File: src/sv/dblic_pkg.sv
// ----------------------------------------------------------------------------
// dblic_pkg
// Types and constants shared by the double-byte index converter modules.
// ----------------------------------------------------------------------------
package dblic_pkg;

  localparam int IDX_W = 16;

  localparam logic [2:0] FN_CLEAR  = 3'd0;
  localparam logic [2:0] FN_LEAD   = 3'd1;
  localparam logic [2:0] FN_TRAIL  = 3'd2;
  localparam logic [2:0] FN_DECODE = 3'd3;
  localparam logic [2:0] FN_ENCODE = 3'd4;

  localparam logic [1:0] STAT_OK   = 2'd0;
  localparam logic [1:0] STAT_ERR  = 2'd1;
  localparam logic [1:0] STAT_FULL = 2'd2;

  localparam logic [7:0] ASCII_LIMIT = 8'h80;

  typedef enum logic [2:0] {
    ST_IDLE,
    ST_LSCAN,
    ST_DIV,
    ST_TSCAN,
    ST_CALC,
    ST_DONE
  } state_t;

  typedef struct packed {
    logic load;
    logic lstep;
    logic dstep;
    logic tstep;
    logic calc;
    logic finish;
  } cmd_t;

  typedef struct packed {
    logic need_scan;
    logic is_enc;
    logic lead_hit;
    logic lead_end;
    logic trail_hit;
    logic trail_end;
    logic div_end;
  } dps_t;

endpackage

File: src/sv/dbcs_linear_index_converter_core.sv
// ----------------------------------------------------------------------------
// dbcs_linear_index_converter_core
// Converts characters between a double-byte encoding and a linear index.
// ----------------------------------------------------------------------------
// One word is handled at a time. Table loads, clears, ASCII and terminator
// cases go straight to the result. A multibyte decode runs the lead scan and
// the trail scan, which visit one table entry per cycle, and then the index
// calculation. A multibyte encode runs the lead scan, the bit-serial divider
// that splits the index into lead and trail offsets, and the trail scan. The
// next word is accepted while the previous result still waits on the output.
module dbcs_linear_index_converter_core #(
  parameter int MAX_LEAD_RANGES  = 8,
  parameter int MAX_TRAIL_RANGES = 4
) (
  input  logic        clk,
  input  logic        rst,
  input  logic        s_tvalid,
  output logic        s_tready,
  // range_low, range_high, lead_byte, trail_byte, char_index, index_is_ascii
  input  logic [55:0] s_tdata,
  // func
  input  logic [2:0]  s_tuser,
  output logic        m_tvalid,
  input  logic        m_tready,
  // status, out_lead, out_trail, byte_count, out_index, out_ascii, is_end
  output logic [39:0] m_tdata
);
  import dblic_pkg::*;

  cmd_t cmd;
  dps_t dps;

  logic [1:0]  status;
  logic [7:0]  out_lead;
  logic [7:0]  out_trail;
  logic [1:0]  byte_count;
  logic [15:0] out_index;
  logic        out_ascii;
  logic        is_end;

  dblic_ctrl u_ctrl (
    .clk      (clk),
    .rst      (rst),
    .s_tvalid (s_tvalid),
    .s_tready (s_tready),
    .m_tvalid (m_tvalid),
    .m_tready (m_tready),
    .dps      (dps),
    .cmd      (cmd)
  );

  dblic_dp #(
    .MAX_LEAD_RANGES  (MAX_LEAD_RANGES),
    .MAX_TRAIL_RANGES (MAX_TRAIL_RANGES)
  ) u_dp (
    .clk            (clk),
    .rst            (rst),
    .cmd            (cmd),
    .dps            (dps),
    .func           (s_tuser),
    .range_low      (s_tdata[7:0]),
    .range_high     (s_tdata[15:8]),
    .lead_byte      (s_tdata[23:16]),
    .trail_byte     (s_tdata[31:24]),
    .char_index     (s_tdata[47:32]),
    .index_is_ascii (s_tdata[48]),
    .status         (status),
    .out_lead       (out_lead),
    .out_trail      (out_trail),
    .byte_count     (byte_count),
    .out_index      (out_index),
    .out_ascii      (out_ascii),
    .is_end         (is_end)
  );

  assign m_tdata = {2'b00, is_end, out_ascii, out_index, byte_count,
                    out_trail, out_lead, status};

endmodule

File: src/sv/dblic_dp.sv
// ----------------------------------------------------------------------------
// dblic_dp
// Range tables, scan registers, divider and result registers.
// ----------------------------------------------------------------------------
module dblic_dp #(
  parameter int MAX_LEAD_RANGES  = 8,
  parameter int MAX_TRAIL_RANGES = 4
) (
  input  logic              clk,
  input  logic              rst,
  input  dblic_pkg::cmd_t   cmd,
  output dblic_pkg::dps_t   dps,
  input  logic [2:0]        func,
  input  logic [7:0]        range_low,
  input  logic [7:0]        range_high,
  input  logic [7:0]        lead_byte,
  input  logic [7:0]        trail_byte,
  input  logic [15:0]       char_index,
  input  logic              index_is_ascii,
  output logic [1:0]        status,
  output logic [7:0]        out_lead,
  output logic [7:0]        out_trail,
  output logic [1:0]        byte_count,
  output logic [15:0]       out_index,
  output logic              out_ascii,
  output logic              is_end
);
  import dblic_pkg::*;

  localparam int LCW = $clog2(MAX_LEAD_RANGES + 1);
  localparam int LAW = (MAX_LEAD_RANGES > 1) ? $clog2(MAX_LEAD_RANGES) : 1;
  localparam int TCW = $clog2(MAX_TRAIL_RANGES + 1);
  localparam int TAW = (MAX_TRAIL_RANGES > 1) ? $clog2(MAX_TRAIL_RANGES) : 1;
  localparam int TW  = $clog2(MAX_TRAIL_RANGES * 256 + 1);
  localparam int SW  = 9 + TW;
  localparam int PW  = 8 + TW;

  logic [7:0]     lead_lo [MAX_LEAD_RANGES];
  logic [7:0]     lead_hi [MAX_LEAD_RANGES];
  logic [7:0]     trail_lo [MAX_TRAIL_RANGES];
  logic [7:0]     trail_hi [MAX_TRAIL_RANGES];
  logic [LCW-1:0] lead_count;
  logic [TCW-1:0] trail_count;
  logic [TW-1:0]  ttot;

  logic           enc;
  logic [7:0]     lb;
  logic [7:0]     tb;
  logic [15:0]    ci;
  logic [LCW-1:0] li;
  logic [TCW-1:0] tj;
  logic [31:0]    start;
  logic [7:0]     lo;
  logic [TW-1:0]  acc;
  logic [TW-1:0]  tpart;
  logic [15:0]    code;
  logic [TW-1:0]  rem;
  logic [3:0]     dcnt;

  logic [1:0]  r_status;
  logic [7:0]  r_lead;
  logic [7:0]  r_trail;
  logic [1:0]  r_cnt;
  logic [15:0] r_idx;
  logic        r_asc;
  logic        r_end;

  logic [7:0]    l_lo, l_hi, t_lo, t_hi;
  logic [8:0]    l_span, t_span;
  logic [SW-1:0] l_size;
  logic [31:0]   l_limit;
  logic          l_valid, t_valid, dec_lhit, enc_lhit, dec_thit, enc_thit;
  logic [TW:0]   t_limit, dsh, ddiff;
  logic [PW-1:0] prod;
  logic [31:0]   idx;

  assign l_lo    = lead_lo[li[LAW-1:0]];
  assign l_hi    = lead_hi[li[LAW-1:0]];
  assign l_span  = {1'b0, l_hi} - {1'b0, l_lo} + 9'd1;
  assign l_size  = SW'(l_span) * SW'(ttot);
  assign l_limit = start + 32'(l_size);
  assign l_valid = li < lead_count;
  assign dec_lhit = l_valid && (lb >= l_lo) && (lb <= l_hi);
  assign enc_lhit = l_valid && (l_size != '0) && ({16'd0, ci} >= start) &&
                    ({16'd0, ci} < l_limit);

  assign t_lo    = trail_lo[tj[TAW-1:0]];
  assign t_hi    = trail_hi[tj[TAW-1:0]];
  assign t_span  = {1'b0, t_hi} - {1'b0, t_lo} + 9'd1;
  assign t_valid = tj < trail_count;
  assign t_limit = (TW+1)'(acc) + (TW+1)'(t_span);
  assign dec_thit = t_valid && (tb >= t_lo) && (tb <= t_hi);
  assign enc_thit = t_valid && (rem >= acc) && ((TW+1)'(rem) < t_limit);

  assign dsh   = {rem, code[15]};
  assign ddiff = dsh - {1'b0, ttot};

  assign prod = PW'(lb - lo) * PW'(ttot);
  assign idx  = start + 32'(prod) + 32'(tpart);

  always_comb begin
    dps.need_scan = ((func == FN_DECODE) && (lead_byte >= ASCII_LIMIT)) ||
                    ((func == FN_ENCODE) && !index_is_ascii && (char_index != '0));
    dps.is_enc    = enc;
    dps.lead_hit  = enc ? enc_lhit : dec_lhit;
    dps.lead_end  = ({1'b0, li} + 1'b1) >= {1'b0, lead_count};
    dps.trail_hit = enc ? enc_thit : dec_thit;
    dps.trail_end = ({1'b0, tj} + 1'b1) >= {1'b0, trail_count};
    dps.div_end   = dcnt == 4'd15;
  end

  always_ff @(posedge clk) begin
    if (rst) begin
      lead_count  <= '0;
      trail_count <= '0;
      ttot        <= '0;
    end else if (cmd.load) begin
      case (func)
        FN_CLEAR: begin
          lead_count  <= '0;
          trail_count <= '0;
          ttot        <= '0;
        end
        FN_LEAD: begin
          if ((lead_count < LCW'(MAX_LEAD_RANGES)) && (range_low <= range_high)) begin
            lead_count <= lead_count + 1'b1;
          end
        end
        FN_TRAIL: begin
          if ((trail_count < TCW'(MAX_TRAIL_RANGES)) && (range_low <= range_high)) begin
            trail_count <= trail_count + 1'b1;
            ttot <= ttot + TW'(range_high) - TW'(range_low) + 1'b1;
          end
        end
        default: ;
      endcase
    end
  end

  always_ff @(posedge clk) begin
    if (cmd.load && (func == FN_LEAD) && (lead_count < LCW'(MAX_LEAD_RANGES))) begin
      lead_lo[lead_count[LAW-1:0]] <= range_low;
      lead_hi[lead_count[LAW-1:0]] <= range_high;
    end
    if (cmd.load && (func == FN_TRAIL) && (trail_count < TCW'(MAX_TRAIL_RANGES))) begin
      trail_lo[trail_count[TAW-1:0]] <= range_low;
      trail_hi[trail_count[TAW-1:0]] <= range_high;
    end
  end

  always_ff @(posedge clk) begin
    if (cmd.load) begin
      enc   <= func == FN_ENCODE;
      lb    <= lead_byte;
      tb    <= trail_byte;
      ci    <= char_index;
      li    <= '0;
      tj    <= '0;
      start <= 32'd1;
      acc   <= '0;
      rem   <= '0;
      dcnt  <= '0;
      r_status <= STAT_OK;
      r_lead   <= '0;
      r_trail  <= '0;
      r_cnt    <= 2'd0;
      r_idx    <= '0;
      r_asc    <= 1'b0;
      r_end    <= 1'b0;
      case (func)
        FN_CLEAR: ;
        FN_LEAD: begin
          if (lead_count >= LCW'(MAX_LEAD_RANGES)) r_status <= STAT_FULL;
          else if (range_low > range_high) r_status <= STAT_ERR;
        end
        FN_TRAIL: begin
          if (trail_count >= TCW'(MAX_TRAIL_RANGES)) r_status <= STAT_FULL;
          else if (range_low > range_high) r_status <= STAT_ERR;
        end
        FN_DECODE: begin
          if (lead_byte == '0) begin
            r_end <= 1'b1;
            r_cnt <= 2'd1;
          end else if (lead_byte < ASCII_LIMIT) begin
            r_idx <= {8'd0, lead_byte};
            r_asc <= 1'b1;
            r_cnt <= 2'd1;
          end else begin
            r_status <= STAT_ERR;
          end
        end
        FN_ENCODE: begin
          if (index_is_ascii) begin
            r_lead <= char_index[7:0];
            r_cnt  <= 2'd1;
          end else if (char_index == '0) begin
            r_end <= 1'b1;
            r_cnt <= 2'd1;
          end else begin
            r_status <= STAT_ERR;
          end
        end
        default: r_status <= STAT_ERR;
      endcase
    end

    if (cmd.lstep) begin
      li <= li + 1'b1;
      if (dps.lead_hit) begin
        lo   <= l_lo;
        code <= ci - start[15:0];
      end else begin
        start <= l_limit;
      end
    end

    // Restoring division of the code by the trail total, one quotient bit a cycle.
    if (cmd.dstep) begin
      dcnt <= dcnt + 1'b1;
      if (!ddiff[TW] || (dsh >= {1'b0, ttot})) begin
        rem  <= ddiff[TW-1:0];
        code <= {code[14:0], 1'b1};
      end else begin
        rem  <= dsh[TW-1:0];
        code <= {code[14:0], 1'b0};
      end
    end

    if (cmd.tstep) begin
      tj <= tj + 1'b1;
      if (dps.trail_hit) begin
        if (enc) begin
          r_status <= STAT_OK;
          r_lead   <= code[7:0] + lo;
          r_trail  <= rem[7:0] - acc[7:0] + t_lo;
          r_cnt    <= 2'd2;
        end else begin
          tpart <= TW'(tb) - TW'(t_lo) + acc;
        end
      end else begin
        acc <= t_limit[TW-1:0];
      end
    end

    if (cmd.calc && (idx <= 32'h0000_FFFF)) begin
      r_status <= STAT_OK;
      r_idx    <= idx[15:0];
      r_cnt    <= 2'd2;
    end

    if (cmd.finish) begin
      status     <= r_status;
      out_lead   <= r_lead;
      out_trail  <= r_trail;
      byte_count <= r_cnt;
      out_index  <= r_idx;
      out_ascii  <= r_asc;
      is_end     <= r_end;
    end
  end

endmodule

File: src/sv/dblic_ctrl.sv
// ----------------------------------------------------------------------------
// dblic_ctrl
// Sequencer for the lead scan, divide, trail scan and result hand-off.
// ----------------------------------------------------------------------------
module dblic_ctrl (
  input  logic            clk,
  input  logic            rst,
  input  logic            s_tvalid,
  output logic            s_tready,
  output logic            m_tvalid,
  input  logic            m_tready,
  input  dblic_pkg::dps_t dps,
  output dblic_pkg::cmd_t cmd
);
  import dblic_pkg::*;

  state_t state, state_next;

  always_ff @(posedge clk) begin
    if (rst) begin
      state    <= ST_IDLE;
      m_tvalid <= 1'b0;
    end else begin
      state <= state_next;
      if (cmd.finish) m_tvalid <= 1'b1;
      else if (m_tready) m_tvalid <= 1'b0;
    end
  end

  always_comb begin
    state_next = state;
    unique case (state)
      ST_IDLE:  if (s_tvalid) state_next = dps.need_scan ? ST_LSCAN : ST_DONE;
      ST_LSCAN: begin
        if (dps.lead_hit) state_next = dps.is_enc ? ST_DIV : ST_TSCAN;
        else if (dps.lead_end) state_next = ST_DONE;
      end
      ST_DIV:   if (dps.div_end) state_next = ST_TSCAN;
      ST_TSCAN: begin
        if (dps.trail_hit) state_next = dps.is_enc ? ST_DONE : ST_CALC;
        else if (dps.trail_end) state_next = ST_DONE;
      end
      ST_CALC:  state_next = ST_DONE;
      ST_DONE:  if (!m_tvalid || m_tready) state_next = ST_IDLE;
      default:  state_next = ST_IDLE;
    endcase
  end

  always_comb begin
    s_tready   = state == ST_IDLE;
    cmd        = '0;
    cmd.load   = (state == ST_IDLE) && s_tvalid;
    cmd.lstep  = state == ST_LSCAN;
    cmd.dstep  = state == ST_DIV;
    cmd.tstep  = state == ST_TSCAN;
    cmd.calc   = state == ST_CALC;
    cmd.finish = (state == ST_DONE) && (!m_tvalid || m_tready);
  end

  a_direct: assert property (@(posedge clk) disable iff (rst)
    (state == ST_IDLE && s_tvalid && !dps.need_scan) |=> state == ST_DONE)
    else $error("item without a scan did not go straight to the result");
  a_finish_room: assert property (@(posedge clk) disable iff (rst)
    cmd.finish |-> (!m_tvalid || m_tready))
    else $error("result overwrote a word still waiting");
  a_div_exit: assert property (@(posedge clk) disable iff (rst)
    (state == ST_DIV && dps.div_end) |=> state == ST_TSCAN)
    else $error("divide did not hand over to the trail scan");
  a_valid_src: assert property (@(posedge clk) disable iff (rst)
    $rose(m_tvalid) |-> $past(state) == ST_DONE)
    else $error("output word raised outside the result state");

endmodule

File: config.mk
export PLATFORM = sky130hd
export DESIGN_NAME = dbcs_linear_index_converter_core
export DESIGN_NICKNAME = d
export VERILOG_FILES = /design/src/sv/dblic_pkg.sv /design/src/sv/dbcs_linear_index_converter_core.sv /design/src/sv/dblic_dp.sv /design/src/sv/dblic_ctrl.sv
export SDC_FILE = /design/constraint.sdc
export NUM_CORES = 1
export LEC_CHECK = 0
export BUFFER_PORTS_ARGS = -buffer_cell sky130_fd_sc_hd__buf_2
export CAP_MARGIN = 20
export CELL_PAD_IN_SITES_DETAIL_PLACEMENT = 1
export CELL_PAD_IN_SITES_GLOBAL_PLACEMENT = 2
export CORE_MARGIN = 5
export CORE_UTILIZATION = 30
export DETAILED_ROUTE_END_ITERATION = 12
export PLACE_DENSITY_LB_ADDON = 0.1
export SETUP_SLACK_MARGIN = 0.5
export SLEW_MARGIN = 20
export SYNTH_ARGS = -nofsm -noshare
export SYNTH_HDL_FRONTEND = slang
export SYNTH_SLANG_ARGS = --single-unit
export TNS_END_PERCENT = 5
File: constraint.sdc
create_clock -name clk -period 10.4 [get_ports clk]
set_clock_uncertainty 0.05 [all_clocks]
set_input_delay 1.04 -clock clk [delete_from_list [all_inputs] [get_ports clk]]
set_output_delay 1.04 -clock clk [all_outputs]
set_load 0.005 [all_outputs]
## Word level (Yosys, flattened, before mapping)

Memory sizes are Yosys's and may differ from the RTL's. A register that Yosys moved wholly into a read port is not among the register bits.
Cells that the tools add are included.

| storage, ports and cells | value |
|---|---|
| register bits after elaboration | 231 |
| bits in writable memories | 192 |
| memories kept | 4 |

Memories:

| name | depth | width | rd ports | clocked after Yosys merged registers in | write ports | RTL line | text |
|---|---|---|---|---|---|---|---|
| u_dp.lead_hi | 8 | 8 | 1 | 1 | 1 | dblic_dp.sv:39 | `logic [7:0] lead_hi [MAX_LEAD_RANGES];` |
| u_dp.lead_lo | 8 | 8 | 1 | 1 | 1 | dblic_dp.sv:38 | `logic [7:0] lead_lo [MAX_LEAD_RANGES];` |
| u_dp.trail_hi | 4 | 8 | 1 | 1 | 1 | dblic_dp.sv:41 | `logic [7:0] trail_hi [MAX_TRAIL_RANGES];` |
| u_dp.trail_lo | 4 | 8 | 1 | 1 | 1 | dblic_dp.sv:40 | `logic [7:0] trail_lo [MAX_TRAIL_RANGES];` |

| operators by class | value |
|---|---|
| add/subtract/negate cells | 26 |
| multipliers | 2 |
| magnitude comparators | 22 |
| eq/ne operators | 17 |
| multiplexer cells | 88 |
| bitwise gates (word level) | 2 |
| reductions and logical operators | 49 |

Operators with widths:

| kind | number |
|---|---|
| $mux W16 | 7 |
| $mux W32 | 3 |
| $mux W8 | 11 |
| $mux W11 | 7 |
| $mux W3 | 13 |
| $sub A8 B8 Y9 | 4 |
| $add A32 B11 Y32 | 1 |
| $add A32 B19 Y32 | 1 |
| $add A32 B20 Y32 | 1 |
| $ge A16 B32 Y1 | 1 |
| $le A32 B16 Y1 const B | 1 |
| $lt A16 B32 Y1 | 1 |
| $mux W2 | 16 |
| $le A8 B8 Y1 | 3 |
| $pmux W11 S2 | 1 |
| $logic_and A1 B1 Y1 | 21 |
| $mul A9 B11 Y20 | 1 |
| $mux W1 | 20 |
| $reduce_bool A20 Y1 | 1 |
| $mul A19 B11 Y19 | 1 |
| $add A9 B1 Y9 const B | 2 |
| $pmux W3 S6 | 1 |
| $reduce_bool A2 Y1 | 9 |
| $add A8 B8 Y8 | 2 |
| other kinds (51) | 77 |

## Depth between registers and ports, before layout

| logic depth | value |
|---|---|
| depth after elaboration | 11 |
| mapped depth | 53 |
| mapped depth without buffers | 47 |

## Hierarchy

Synthesis repeated with hierarchy kept, for this count alone.

| unflattened totals | value |
|---|---|
| cell total of the unflattened synthesis | 3085 |
| area total of the unflattened synthesis | 32560.0 µm² |

By module, submodules not included:

| module | instances | cells each | area an instance (µm²) | seq. area each (µm²) |
|---|---|---|---|---|
| dblic_dp | 1 | 3038 | 32183.4 | 11871.4 |
| dblic_ctrl | 1 | 42 | 342.8 | 80.1 |
| dbcs_linear_index_converter_core | 1 | 5 | 33.8 | 0.0 |

## Worst setup path before layout

Ideal clock, no wire load.

| timing | value |
|---|---|
| path kind | register to register |
| start | register (tool-made name) |
| end | register u_dp.code[0] (enable) |
| library setup time | 0.364 ns |
| arrival time | 10.819 ns |
| data required time | 9.986 ns |
| path slack | -0.833 ns |
| stages on the path, launching flop included | 48 |
| buffers on the path | 2 |
| cells stage by stage | dfxtp_1 -> clkbuf_1 -> buf_1 -> mux4_2 -> mux2i_1 -> inv_1 -> ha_1 -> ha_1 -> a21o_1 -> a21oi_1 -> o21bai_1 -> a21oi_1 -> o21bai_1 -> a21oi_1 -> xnor2_1 -> nor2_1 -> fa_1 -> inv_1 -> [... 12 more ...] -> ha_1 -> a21oi_1 -> o21ai_0 -> or3_1 -> o21a_1 -> xnor2_1 -> ha_1 -> o21ai_0 -> o22ai_1 -> nor3_1 -> o211ai_1 -> nand4_1 -> a2111oi_2 -> nand4_1 -> o211ai_2 -> a21oi_1 -> nor2_1 -> inv_1 |

RTL lines:

| what | RTL line | text |
|---|---|---|
| to (signal assigned) | dblic_dp.sv:211 | `code <= ci - start[15:0];` |
| to (signal assigned) | dblic_dp.sv:222 | `code <= {code[14:0], 1'b1};` |
| to (signal assigned) | dblic_dp.sv:225 | `code <= {code[14:0], 1'b0};` |
| to (decl) | dblic_dp.sv:56 | `logic [15:0] code;` |

==> run metrics <==
share of layout cells above drive strength 1 approximately a fifth; syn_area_per_cell about 10 um2; initial antenna violation count 6; GRT Resource Usage Total between 10% and 20%; pin count of the biggest net entering global routing 56; vias in the first global route ~27,000; slowest CP cell mux4_2; overall die area ~120,000 um2; CTS H-tree lvls 2; CP Class flop to flop; hpwl dp slightly below 90 mm; global route overflow 0; drt first pass iters 5; Finished Core Util between 30% and 40%; Worst Max-Slew Pin Slew just under 1 ns; met3 routed WL roughly 2.8 mm; Routed met2 length 54.8 mm; Max VDD drop ~0.17 mV; unrepaired setup endpoints after global routing yes; area delta synth->final 22.7%; Post-Syn Area about 33,000 um2; PwrDens approximately 270 nW/um2; Skew-Pair Late Insertion Delay between 0.6 and 0.7 ns; Syn Inst Count around 3,100; clk sink count around 430; routed wire length approximately 110 mm; Via density ~4.9; setup total negative slack -0.451 ns; DIE WIDTH 341 um; Worst Slack Setup Final -0.0922 ns; routability cong. 0.846; Max Clock Freq about 95 MHz; row cnt between 100 and 150; placed insts around 4,900; Synth Register Bits ~430; status complete, but fails checks; sequential area share after synthesis 36.4%; Slew Limit Headroom 34.5%; die height 341 um; post-synthesis adder-cell area fraction 24.7%; clock tree buffer depth 3; CP Capture Type flop; final hold vios 0; Pleak between 15 and 20 nW; xor/xnor share of the synthesized area under 10%; Post-layout nets between 4,000 and 5,000; synth cell count leaders inv_1 (456), edfxtp_1 (338), ha_1 (338); ANT nets after route 0; Slew Limit Fails 0; Tmin final about 10 ns; boundary pin count roughly 110; Worst-path clk slew roughly 0.06 ns; largest family of logic cells by synthesized area adder cells; Worst Setup Start Kind flop; mean routed wirelength per cell between 20 and 25 um; hold crit path type flop to flop; # DRC 0; Final Cycle Share 101%; Buffers on Ports 95; Yosys top cell area share between 30 and 40%; initial core utilization between 30% and 40%; met1 wire length between 40 and 50 mm; CTS root buffer clkbuf_16; Place WS -1.11 ns; detailed-route via count around 25,000; count leader, synth inv_1; Synth Area in Compound Gates approximately an eighth; post-route insts no fill about 5,000; Worst path max stage delay approximately 0.52 ns; worst endpoint required time 10.88 ns; Inserted Clock Buffers 52; Iter 0 DRT Violations about 970; number of synthesis warnings 0; Critical Path AT approximately 11 ns; TritonCTS clock tree built; cell taking the most area after synthesis edfxtp_1; failing checks setup timing; most frequent CP cell buf_4; main flop type after synthesis edfxtp_1; post-synthesis mux area share 4.48%; largest cells by area after synthesis edfxtp_1 (31%), ha_1 (13%), fa_1 (12%); count of flip-flops with a built-in enable after synthesis ~340; Post-Synth Simple-Gate Area about an eighth; Top Layer Used met5; core area around 110,000 um2; Fillers between 10,000 and 15,000; asr flop ratio synth 0%; Maximum Capacitance Violations 0; Unique masters post-synth 94; first-pass GRT wire length 167 mm; Setup-failing EPs final 17; crit-path max FO 8
-- repair_timing --
item | CTS | global route
endpoints found under the setup margin | 95 | 95
gates resized for setup | 102 | 70
pin swaps | 57 | 36
cloned | 1 | 2
buffers inserted | 30 | 13
hold buffers | 0 | 0
-- critical path, delay by kind of cell (launching register included) --
kind,cells,cell delay [ns]
AOI/OAI and AO/OA,14,2.74
xor gates and xnor gates,3,0.49
adders and majority gates,9,3.26
buffers and inverters,13,1.52
DFF,1,0.42
muxes,2,0.71
and+or+nand+nor,8,1.16
-- power by group --
group,internal (mW),switching (mW),total (mW)
clock,1.14,0.811,1.95
combinational,3.10,3.54,6.64
sequential,2.17,0.227,2.40
-- per-layer routing --
layer / GRT usage (%) / up-vias
met5: 0 / -
met4: 5.27 / 2
met3: 1.88 / 124
met2: 33.3 / 311
met1: 24.3 / 12400
li1: - / 11700
-- worst paths after layout --
check | end | from | slack (ns) | depth (start not counted)
min | u_dp.out_index[6] | u_dp.r_idx[6] | 0.36 | 0
max reg2reg | u_dp.start[28] | flop | -0.09 | 49
min reg2reg | u_dp.out_index[6] | u_dp.r_idx[6] | 0.36 | 0
max | u_dp.start[28] | flop | -0.09 | 49
-- state kept, by name, indices dropped and copies added (netlist names), 16 cells and up, named ones only --
name and flops:
u_dp.code 16, u_dp.trail_lo 32, u_dp.r_idx 16, u_dp.lead_hi 64
u_dp.start 32, u_dp.out_index 16, u_dp.ci 16, u_dp.lead_lo 64
u_dp.trail_hi 32
-- cell type report --
cell class | count | area (um2) | area share (%)
multi-input combinational | 2151 | 19600 | 48.6
sequential | 428 | 12000 | 29.6
timing repair buffer | 446 | 3410 | 8.44
tap | 1414 | 1770 | 4.38
inverter | 457 | 1730 | 4.29
clock buffer | 68 | 1480 | 3.66
clock inverter | 30 | 368 | 0.912
timing repair inverter | 1 | 16.3 | 0.0403
antenna | 2 | 5.00 | 0.0124
-- cell families after synthesis --
kind of cell / after synthesis
buffers and inverters: 564
other: 1
AND/OR/NAND/NOR: 787
flip-flops: 428
adder cells (fa/ha/maj): 533
AO/OA/AOI/OAI: 589
XOR/XNOR: 153
multiplexers: 87
-- cells in the final DEF (no fill, tap or decap), types with 26 or more instances in the layout --
cell type and n:
nor2_1 178, inv_1 444, edfxtp_1 338, nand2_1 194
buf_2 95, ha_1 314, mux4_2 48, xnor2_1 94
o21bai_1 38, dfxtp_1 89, fa_1 192, o21ai_0 102
clkbuf_16 57, a21o_1 69, nor2b_1 27, or3_1 31
nand3_1 50, nand4_1 35, buf_4 317, xor2_1 45
a21oi_1 147, mux2i_1 34, and2_1 119, nor3_1 26
o21ai_1 26
-- stage by stage --
stage	hold slack [ns]	power (mW)	instance area, um2
CTS	0.364	10.9	39900
detailed placement	0.356	8.50	37200
global route	0.375	11.9	40300
global placement	0.355	8.34	37200
floorplan	0.350	5.97	33100
finish	0.363	11.0	40400
(Power assumes the default switching activity.)
